**src/rtl/m2i_pkg.sv**
```systemverilog
`default_nettype none
package m2i_pkg;

	localparam int ElemW    = 16;
	localparam int AdjW     = ElemW + 1;
	localparam int DetW     = 32;
	localparam int TolW     = 31;
	localparam int QW       = 16;
	localparam int NumW     = DetW + 2;
	localparam int DenW     = DetW + 1;
	localparam int CmpW     = DenW + QW;
	localparam int DivSteps = QW;
	localparam int NumLanes = 4;
	localparam int AddrW    = 3;
	localparam int DataW    = 32;

	// Register index, taken from paddr above the byte offset.
	localparam logic RegIdxTol = 1'b0;
	localparam logic [TolW-1:0] TolReset = TolW'(1);

	typedef logic signed [ElemW-1:0] m2i_elem_t;

	typedef struct packed {
		logic [NumW-1:0] num;
		logic [DenW-1:0] den;
		logic            neg;
	} m2i_lane_in_t;

	typedef struct packed {
		logic [QW-1:0] q;
		logic          big;
		logic          neg;
	} m2i_lane_res_t;

endpackage
`default_nettype wire

```
**src/rtl/m2i_merge.sv**
```systemverilog
`default_nettype none
// Applies sign and saturation to each lane, or gives zero for a singular matrix, and merges the clip flags.
module m2i_merge import m2i_pkg::*; (
	input  wire m2i_lane_res_t res [NumLanes],
	input  wire logic          sing,
	output m2i_elem_t          inv [NumLanes],
	output logic               sat
);

	logic [NumLanes-1:0] clip;

	always_comb begin
		for (int i = 0; i < NumLanes; i++) begin
			clip[i] = 1'b0;
			inv[i]  = '0;
			if (!sing) begin
				if (res[i].neg) begin
					if (res[i].big || res[i].q > QW'(32768)) begin
						clip[i] = 1'b1;
						inv[i]  = m2i_elem_t'(-32768);
					end else begin
						inv[i] = m2i_elem_t'(-res[i].q);
					end
				end else begin
					if (res[i].big || res[i].q > QW'(32767)) begin
						clip[i] = 1'b1;
						inv[i]  = m2i_elem_t'(32767);
					end else begin
						inv[i] = m2i_elem_t'(res[i].q);
					end
				end
			end
		end
		sat = |clip;
	end

endmodule
`default_nettype wire

```
**config.mk**
```make
export PLATFORM = sky130hd
export DESIGN_NAME = m2i_merge
export DESIGN_NICKNAME = d
export VERILOG_FILES = /design/src/rtl/m2i_pkg.sv /design/src/rtl/m2i_merge.sv
export SDC_FILE = /design/constraint.sdc
export NUM_CORES = 1
export LEC_CHECK = 0
export ABC_AREA = 1
export BUFFER_PORTS_ARGS = -buffer_cell sky130_fd_sc_hd__buf_2
export CAP_MARGIN = 20
export CORE_ASPECT_RATIO = 1.75
export CORE_UTILIZATION = 48
export DETAILED_ROUTE_END_ITERATION = 10
export GPL_ROUTABILITY_DRIVEN = 1
export PLACE_DENSITY = 0.91
export SYNTH_ARGS = -nofsm -noshare
export SYNTH_HDL_FRONTEND = slang
export SYNTH_SLANG_ARGS = --single-unit
```
**constraint.sdc**
```tcl
create_clock -name vclk -period 2.45
set_input_delay 0.245 -clock vclk [all_inputs]
set_output_delay 0.245 -clock vclk [all_outputs]
set_load 0.01 [all_outputs]
```
==> impl_metrics.json <==
{
  "outcome": "finished, final reports clean",
  "yosysSeqAreaShare_pct": 0,
  "start_util_pct": 49.2,
  "rsz0062_at_grt": "no",
  "io-pin-count": 138,
  "ctsResizeCount": 0,
  "hold_class": "in2out",
  "core_area_um2": 5540,
  "synth_area_leader_cell": "nand2_1",
  "crit_fanout": 8,
  "ff_latch_area_um2": 0,
  "yosys.area.top_type_share_pct": 14.7,
  "place.gp.congestion": 0.951,
  "start_kind": "primary input",
  "drt_iter0_drc": 284,
  "max_freq_ghz": 0.483,
  "die_x_um": 59.0,
  "num-nets-final": 722,
  "dp.final_hpwl_um": 7550,
  "syn-num-nets": 595,
  "netlist_area_um2": 2730,
  "cp_data_arrival_time_ns": 1.82,
  "dieArea_um2": 6000,
  "tightest_slew_ns": 0.612,
  "antenna_cells": 0,
  "slew_headroom_pct": 59.1,
  "holdCritStartpoint": "sing",
  "wire_per_inst_um": 12.5,
  "antenna_found_initial": 0,
  "cpPeakStageDelay_ns": 0.24,
  "synth.distinct_cells": 36,
  "nClkBuffers": 0,
  "slowest_stage": "ha_1",
  "min_period_ns": 2.07,
  "crit_start": "res[38]",
  "yosysWarningCount": 0,
  "vdd_drop_max_mv": 0.101,
  "fin_crit_sh_pct": 84.5,
  "multi_input_area_um2": 2300,
  "grt.met2_usage_pct": 60.2,
  "fin_setup_tns_ns": 0,
  "grt_use_met1_pct": 28.9,
  "place_ws_ns": 0.371,
  "fp-row-count": 36,
  "finalPower_uw": 566,
  "gr-usage-met3_pct": 0.894,
  "busiest_layer": "met2",
  "grt_pass1_vias": 3508,
  "routed_wl_um": 8970,
  "synthCells": 518,
  "cap_violations": 0,
  "cts_hold_buf": 0,
  "dr.pass1.iters": 5,
  "design.seq.count": 0,
  "final.setup.worst_slack_ns": 0.381,
  "via_per_inst": 5.50,
  "post_cts_buffers": 0,
  "synth_area_per_cell_um2": 5.27,
  "grt_max_degree": 18,
  "grt_use_total_pct": 28.8,
  "cpMostUsedCell": "nand3_2",
  "critPathCaptureType": "output pin",
  "fillers": 542,
  "synth_area_leaders": "nand2_1 (15%), nand3_1 (10%), inv_1 (10%), a21oi_2 (10%), nor2_1 (9.2%)",
  "port_buffers": 138,
  "synth_common_cells": "nand2_1 (107), inv_1 (76), nor2_1 (67)",
  "p_leak_nw": 1.81,
  "fp.dieH_um": 102,
  "drc": 0,
  "hold_violations": 0,
  "maxSlewViolCount": 0,
  "crit_type": "in2out",
  "required_ns": 2.20,
  "ant_nets": 0,
  "crit_chain": "buf_2, inv_1, ha_1, nand3_2, nor2_4, nand3_2, nand3_2, nand2_1, buf_4, a21oi_2, buf_2",
  "setup_violations": 0,
  "synth_most_common_cell": "nand2_1",
  "area_growth_pct": 26.0,
  "grt_pass1_wl_um": 14300,
  "drive_gt1_share_pct": 34.4,
  "grt.overflow.total": 0,
  "power.density_nw_per_um2": 165,
  "via_count": 3957
}
-- final cells by class --
type	instances	share of cell area [%]
multi-input combinational	415	67.0
timing repair buffer	141	20.7
inverter	87	9.50
tap	76	2.77
-- cells in the final DEF, fill, tap and decap left out, types with 4 or more instances in the layout --
cell / count
o31ai_1: 7
o22ai_1: 15
xor2_1: 6
nand3_2: 9
nand2_1: 107
nor2_4: 7
a21oi_1: 18
nor2_1: 67
nor3_1: 8
o21ai_0: 28
o211ai_1: 4
nand4_1: 4
nor2_2: 11
nand3_1: 57
a21oi_2: 31
buf_2: 138
inv_1: 76
ha_1: 4
inv_2: 11
-- through the flow --
step | hold slack, ns | instances | area [µm²] | utilization, %
floorplan | 0.538 | 518 | 2730 | -
global placement | 0.805 | 719 | 3440 | 62.0
detailed placement | 0.790 | 719 | 3440 | 62.0
CTS | 0.792 | 719 | 3440 | 62.0
global route | 0.824 | 719 | 3440 | 62.0
finish | 0.791 | 719 | 3440 | 62.0
-- final timing paths --
kind | endpoint | slack, ns | depth (start not counted)
max | inv[46] | 0.38 | 11
min | sat | 0.79 | 3
-- critical path: cells and delay by family --
family	cells	cell delay [ns]
fa+ha+maj	1	0.24
buf+inv	4	0.57
simple gates	5	0.67
compound gates	1	0.10
-- logic make-up after synthesis --
kind of cell	share of synthesized area (%)
and+or+nand+nor	51.8
AOI/OAI and AO/OA	27.9
buffers and inverters	15.6
xor gates and xnor gates	2.89
adders and majority gates	1.83
-- layer usage --
metal / vias up / share of wire (%)
met2: 152 / 56
met3: 26 / 4.3
met5: - / 0
met1: 1814 / 37
li1: 1965 / -
met4: 0 / 2.9
-- power breakdown --
group          internal (mW)  switching, mW
clock network              0              0
registers                  0              0
logic                  0.207          0.359
total                  0.207          0.359
Power figures use the tool's default switching activity.
