**src/rtl/m2i_pkg.sv**
```systemverilog
`default_nettype none
package m2i_pkg;

	localparam int ElemW    = 16;
	localparam int AdjW     = ElemW + 1;
	localparam int DetW     = 32;
	localparam int TolW     = 31;
	localparam int QW       = 16;
	localparam int NumW     = DetW + 2;
	localparam int DenW     = DetW + 1;
	localparam int CmpW     = DenW + QW;
	localparam int DivSteps = QW;
	localparam int NumLanes = 4;
	localparam int AddrW    = 3;
	localparam int DataW    = 32;

	// Register index, taken from paddr above the byte offset.
	localparam logic RegIdxTol = 1'b0;
	localparam logic [TolW-1:0] TolReset = TolW'(1);

	typedef logic signed [ElemW-1:0] m2i_elem_t;

	typedef struct packed {
		logic [NumW-1:0] num;
		logic [DenW-1:0] den;
		logic            neg;
	} m2i_lane_in_t;

	typedef struct packed {
		logic [QW-1:0] q;
		logic          big;
		logic          neg;
	} m2i_lane_res_t;

endpackage
`default_nettype wire

```
**src/rtl/m2i_lane.sv**
```systemverilog
`default_nettype none
// One divider lane: an overflow check stage followed by one restoring
// step per quotient bit, most significant bit first.
module m2i_lane import m2i_pkg::*; (
	input  wire logic          clk,
	input  wire logic          en,
	input  wire m2i_lane_in_t  din,
	output m2i_lane_res_t      dout
);

	logic [NumW-1:0] num_s [0:DivSteps];
	logic [DenW-1:0] den_s [0:DivSteps];
	logic [QW-1:0]   q_s   [0:DivSteps];
	logic            neg_s [0:DivSteps];
	logic            big_s [0:DivSteps];

	always_ff @(posedge clk) begin
		if (en) begin
			num_s[0] <= din.num;
			den_s[0] <= din.den;
			neg_s[0] <= din.neg;
			q_s[0]   <= '0;
			// Quotient of 2^16 or more always saturates.
			big_s[0] <= CmpW'(din.num) >= {din.den, {QW{1'b0}}};
		end
	end

	for (genvar k = 0; k < DivSteps; k++) begin : g_step
		localparam int Bit = DivSteps - 1 - k;
		logic [CmpW-1:0] dsh;
		logic            ge;
		logic [QW-1:0]   qn;

		always_comb begin
			dsh   = CmpW'(den_s[k]) << Bit;
			ge    = CmpW'(num_s[k]) >= dsh;
			qn    = q_s[k];
			qn[Bit] = ge;
		end

		always_ff @(posedge clk) begin
			if (en) begin
				num_s[k+1] <= ge ? num_s[k] - dsh[NumW-1:0] : num_s[k];
				den_s[k+1] <= den_s[k];
				q_s[k+1]   <= qn;
				neg_s[k+1] <= neg_s[k];
				big_s[k+1] <= big_s[k];
			end
		end
	end

	assign dout = '{q: q_s[DivSteps], big: big_s[DivSteps], neg: neg_s[DivSteps]};

endmodule
`default_nettype wire

```
**config.mk**
```make
export PLATFORM = sky130hd
export DESIGN_NAME = m2i_lane
export DESIGN_NICKNAME = d
export VERILOG_FILES = /design/src/rtl/m2i_pkg.sv /design/src/rtl/m2i_lane.sv
export SDC_FILE = /design/constraint.sdc
export NUM_CORES = 2
export LEC_CHECK = 0
export BUFFER_PORTS_ARGS = -buffer_cell sky130_fd_sc_hd__buf_2
export CAP_MARGIN = 10
export CORE_ASPECT_RATIO = 1.4
export CORE_MARGIN = 4
export CORE_UTILIZATION = 52
export DETAILED_ROUTE_END_ITERATION = 10
export PLACE_DENSITY = 0.68
export SLEW_MARGIN = 20
export SYNTH_ARGS = -nofsm -noshare
export SYNTH_HDL_FRONTEND = slang
export SYNTH_SLANG_ARGS = --single-unit
export TNS_END_PERCENT = 1
```
**constraint.sdc**
```tcl
create_clock -name clk -period 4.7 [get_ports clk]
set_input_delay 0.47 -clock clk [delete_from_list [all_inputs] [get_ports clk]]
set_output_delay 0.47 -clock clk [all_outputs]
set_load 0.05 [all_outputs]
```
==> impl_metrics.env <==
export IMPL_cts_tree="yes"
export IMPL_worstPathArrival_ns=4.88
export IMPL_cts_resized=0
export IMPL_cts_root_buf="clkbuf_16"
export IMPL_final_nets=5887
export IMPL_whs_ns=0.289
export IMPL_max_stage_delay_ns=0.55
export IMPL_port_buffers=87
export IMPL_numClockSinks=1242
export IMPL_die_area_mm2=0.128
export IMPL_synth_cell_type_count=82
export IMPL_cts_buffers_inserted=120
export IMPL_p_leak_nw=28.7
export IMPL_worst_r2r_path_depth=14
export IMPL_via_count=39500
export IMPL_grt_setup_unrepaired="no"
export IMPL_start_util_pct=52.5
export IMPL_clock_skew_final_ns=0.0191
export IMPL_drtIter0Drc=1850
export IMPL_drtPass1Iterations=5
export IMPL_period_share_pct=93.6
export IMPL_avgSynthCellArea_um2=12.5
export IMPL_antenna_left=0
export IMPL_ios=88
export IMPL_cp_slowest_cell="o21ai_1"
export IMPL_gp_congestion=0.964
export IMPL_setup_violations=0
export IMPL_p_per_area_mw_per_mm2=385
export IMPL_slew_violations=0
export IMPL_synth_edf_count=1242
export IMPL_multi_input_area_mm2=0.0241
export IMPL_wire_per_inst_um=18.5
export IMPL_design_area_mm2=0.0714
export IMPL_floorplan_core_area_mm2=0.121
export IMPL_cp_end_kind="flop"
export IMPL_vias_per_cell=5.59
export IMPL_tightestPinTransition_ns=1.02
export IMPL_antenna_found_initial=1
export IMPL_clock_latency_ns=0.75
export IMPL_hold_path_class="in -> reg"
export IMPL_synth_seq_cells=1242
export IMPL_whs_path_depth=1
export IMPL_cp_cell_sequence="inv_1 -> ha_1 -> nor2b_1 -> o21ai_0 -> a21boi_0 -> o31ai_1 -> buf_4 -> o2111ai_1 -> o211ai_1 -> o21ai_1 -> a221o_1 -> nand4_1 -> buf_4 -> mux2_2"
export IMPL_track_usage_pct=20.2
export IMPL_synth_nets=5627
export IMPL_fp_dieW_um=304
export IMPL_drc_errors=0
export IMPL_mappedNetlistArea_mm2=0.0638
export IMPL_setup_tns_ns=0
export IMPL_crit_path_start_kind="flop"
export IMPL_grt_overflow=0
export IMPL_grt_max_degree=156
export IMPL_finalNonFillerCells=7063
export IMPL_fmax_mhz=227
export IMPL_row_count=151
export IMPL_cap_violations=0
export IMPL_cts_buffer_depth=3
export IMPL_worstSetupPathType="reg -> reg"
export IMPL_grt_pass1_wl_um=207000
export IMPL_yosysSeqAreaShare_pct=58.5
export IMPL_placed_cell_area_mm2=0.0667
export IMPL_max_slew_margin_pct=31.5
export IMPL_hold_viol_final=0
export IMPL_n_antenna_cell=0
export IMPL_drive_above_1_share_pct=10.9
export IMPL_register_area_mm2=0.0373
export IMPL_synth_ff_type="edfxtp_1"
export IMPL_syn_to_final_growth_pct=12.0
export IMPL_path_clk_slew_ns=0.06
export IMPL_placedCellCount=6777
export IMPL_cp_required_ns=5.18
export IMPL_ys_warn_count=0
export IMPL_grt_pass1_vias=41900
export IMPL_fin_util_pct=58.8
export IMPL_fillers=9429
export IMPL_fin_crit_ns=4.40
export IMPL_cp_common_cell="buf_4"
export IMPL_htreeDepth=3
export IMPL_die_h_um=422
export IMPL_drt_total_wl_um=131000
export IMPL_worstPathMaxFanout=24
export IMPL_synthArstFlopShare_pct=0
export IMPL_ir_drop_v=0.000351
export IMPL_dp_hpwl_um=99100
export IMPL_synth_cells=5101
export IMPL_status="finished, final reports clean"
==> power by group <==
part / leakage (nW) / switching, mW / internal [mW] / total (mW)
Sequential: 12.2 / 0.338 / 13.1 / 13.4
Clock: 1.94 / 4.20 / 5.59 / 9.78
Combinational: 14.6 / 2.51 / 1.78 / 4.29
Total: 28.7 / 7.05 / 20.4 / 27.5
==> final timing paths <==
check | startpoint | endpoint | slack [ns]
worst min-delay path | en | neg_s[0] | 0.29
worst max register to register | den_s[0][133] | num_s[0][194] | 0.30
worst max-delay path | den_s[0][133] | num_s[0][194] | 0.30
worst min register to register | q_s[8][8] | q_s[9][8] | 0.41
==> routing by layer <==
layer / share of wire [%] / vias to the layer above / GRT usage, %
li1: - / 19500 / -
met1: 30 / 18900 / 16.1
met2: 59 / 738 / 43.1
met3: 2.6 / 410 / 2.28
met4: 7.9 / 0 / 14.9
met5: 0 / - / 0
==> Yosys cell counts, types with 13 or more instances <==
library cell,count,share of area [%]
and3_1,38,0.37
a21boi_0,17,0.20
xnor2_1,193,2.7
o211ai_1,23,0.27
inv_1,547,3.2
a21oi_1,356,2.8
o21ai_0,303,2.4
and2_1,16,0.16
nand2b_1,62,0.61
a211oi_1,29,0.34
fa_1,15,0.47
o21a_1,61,0.72
mux2_1,27,0.48
clkbuf_1,70,0.41
nor3_1,62,0.49
a31oi_1,30,0.29
edfxtp_1,1242,58
nor2b_1,69,0.68
mux2_2,211,3.7
xor2_1,125,1.7
ha_1,441,8.7
a21o_1,174,2.0
mux2i_1,27,0.42
o21bai_1,41,0.48
nand3_1,71,0.56
and4_1,13,0.18
nor4_1,60,0.59
o31ai_1,23,0.27
or2_2,14,0.14
nand2_1,271,1.6
nand4_1,68,0.67
nor2_1,186,1.1
==> state kept, by name, indices dropped and copies added (netlist names) <==
signal	count
neg_s	17
den_s	528
num_s	544
big_s	17
q_s	136
==> stage by stage <==
stage / setup WS, ns / total power [mW]
2_1_floorplan: 1.01 / 16.5
3_5_place_dp: 0.278 / 17.9
4_1_cts: 0.235 / 27.7
3_3_place_gp: 0.0840 / 17.8
6_report: 0.303 / 27.5
5_1_grt: 0.195 / 28.7
==> final cells by class <==
class | count | area share (%)
Inverter | 548 | 2.88
Clock buffer | 141 | 4.32
Timing Repair Buffer | 231 | 2.72
Sequential cell | 1242 | 52.2
Clock inverter | 77 | 1.30
Multi-Input combinational cell | 3218 | 33.7
Tap cell | 1606 | 2.81
==> cells by family after synthesis <==
logic type,share of synthesized area [%]
XOR/XNOR,4.37
buffers and inverters,3.84
multiplexers,4.63
adder cells (fa/ha/maj),9.12
flip-flops,58.5
AND/OR/NAND/NOR,7.89
AO/OA/AOI/OAI,11.7
==> worst max-delay path: cells and delay by family, from the launching register on <==
family	cells	cell delay, ns
buffers and inverters	3	0.58
and+or+nand+nor	2	0.21
adders and majority gates	1	0.31
muxes	1	0.39
DFF	1	0.40
AOI/OAI and AO/OA	7	2.22
==> placed cells by master (no fill, tap or decap), types with 17 or more instances in the layout <==
master | Yosys | routed
buf_4 | 3 | 57
nand3_1 | 71 | 71
o211ai_1 | 23 | 23
a21o_1 | 174 | 174
clkbuf_1 | 70 | 21
buf_12 | 0 | 20
mux2i_1 | 27 | 27
edfxtp_1 | 1242 | 1242
a31oi_1 | 30 | 29
clkbuf_16 | 0 | 120
nor3_1 | 62 | 62
mux2_1 | 27 | 27
a21oi_1 | 356 | 353
dlygate4sd3_1 | 0 | 68
nor2_1 | 186 | 184
mux2_2 | 211 | 211
o31ai_1 | 23 | 23
xor2_1 | 125 | 125
nand2_1 | 271 | 271
o21ai_0 | 303 | 302
nor2b_1 | 69 | 69
nand2b_1 | 62 | 62
ha_1 | 441 | 441
nor4_1 | 60 | 59
clkinv_2 | 0 | 26
o21a_1 | 61 | 61
o21bai_1 | 41 | 41
nand4_1 | 68 | 68
buf_2 | 9 | 86
and3_1 | 38 | 38
inv_1 | 547 | 547
a21boi_0 | 17 | 17
xnor2_1 | 193 | 193
clkinv_1 | 0 | 19
a211oi_1 | 29 | 29
==> repair_timing <==
item                      in CTS  in global routing
hold buffers                  68                  0
buffers inserted               0                  0
hold endpoints to repair      68                  0
(Power assumes the default switching activity.)
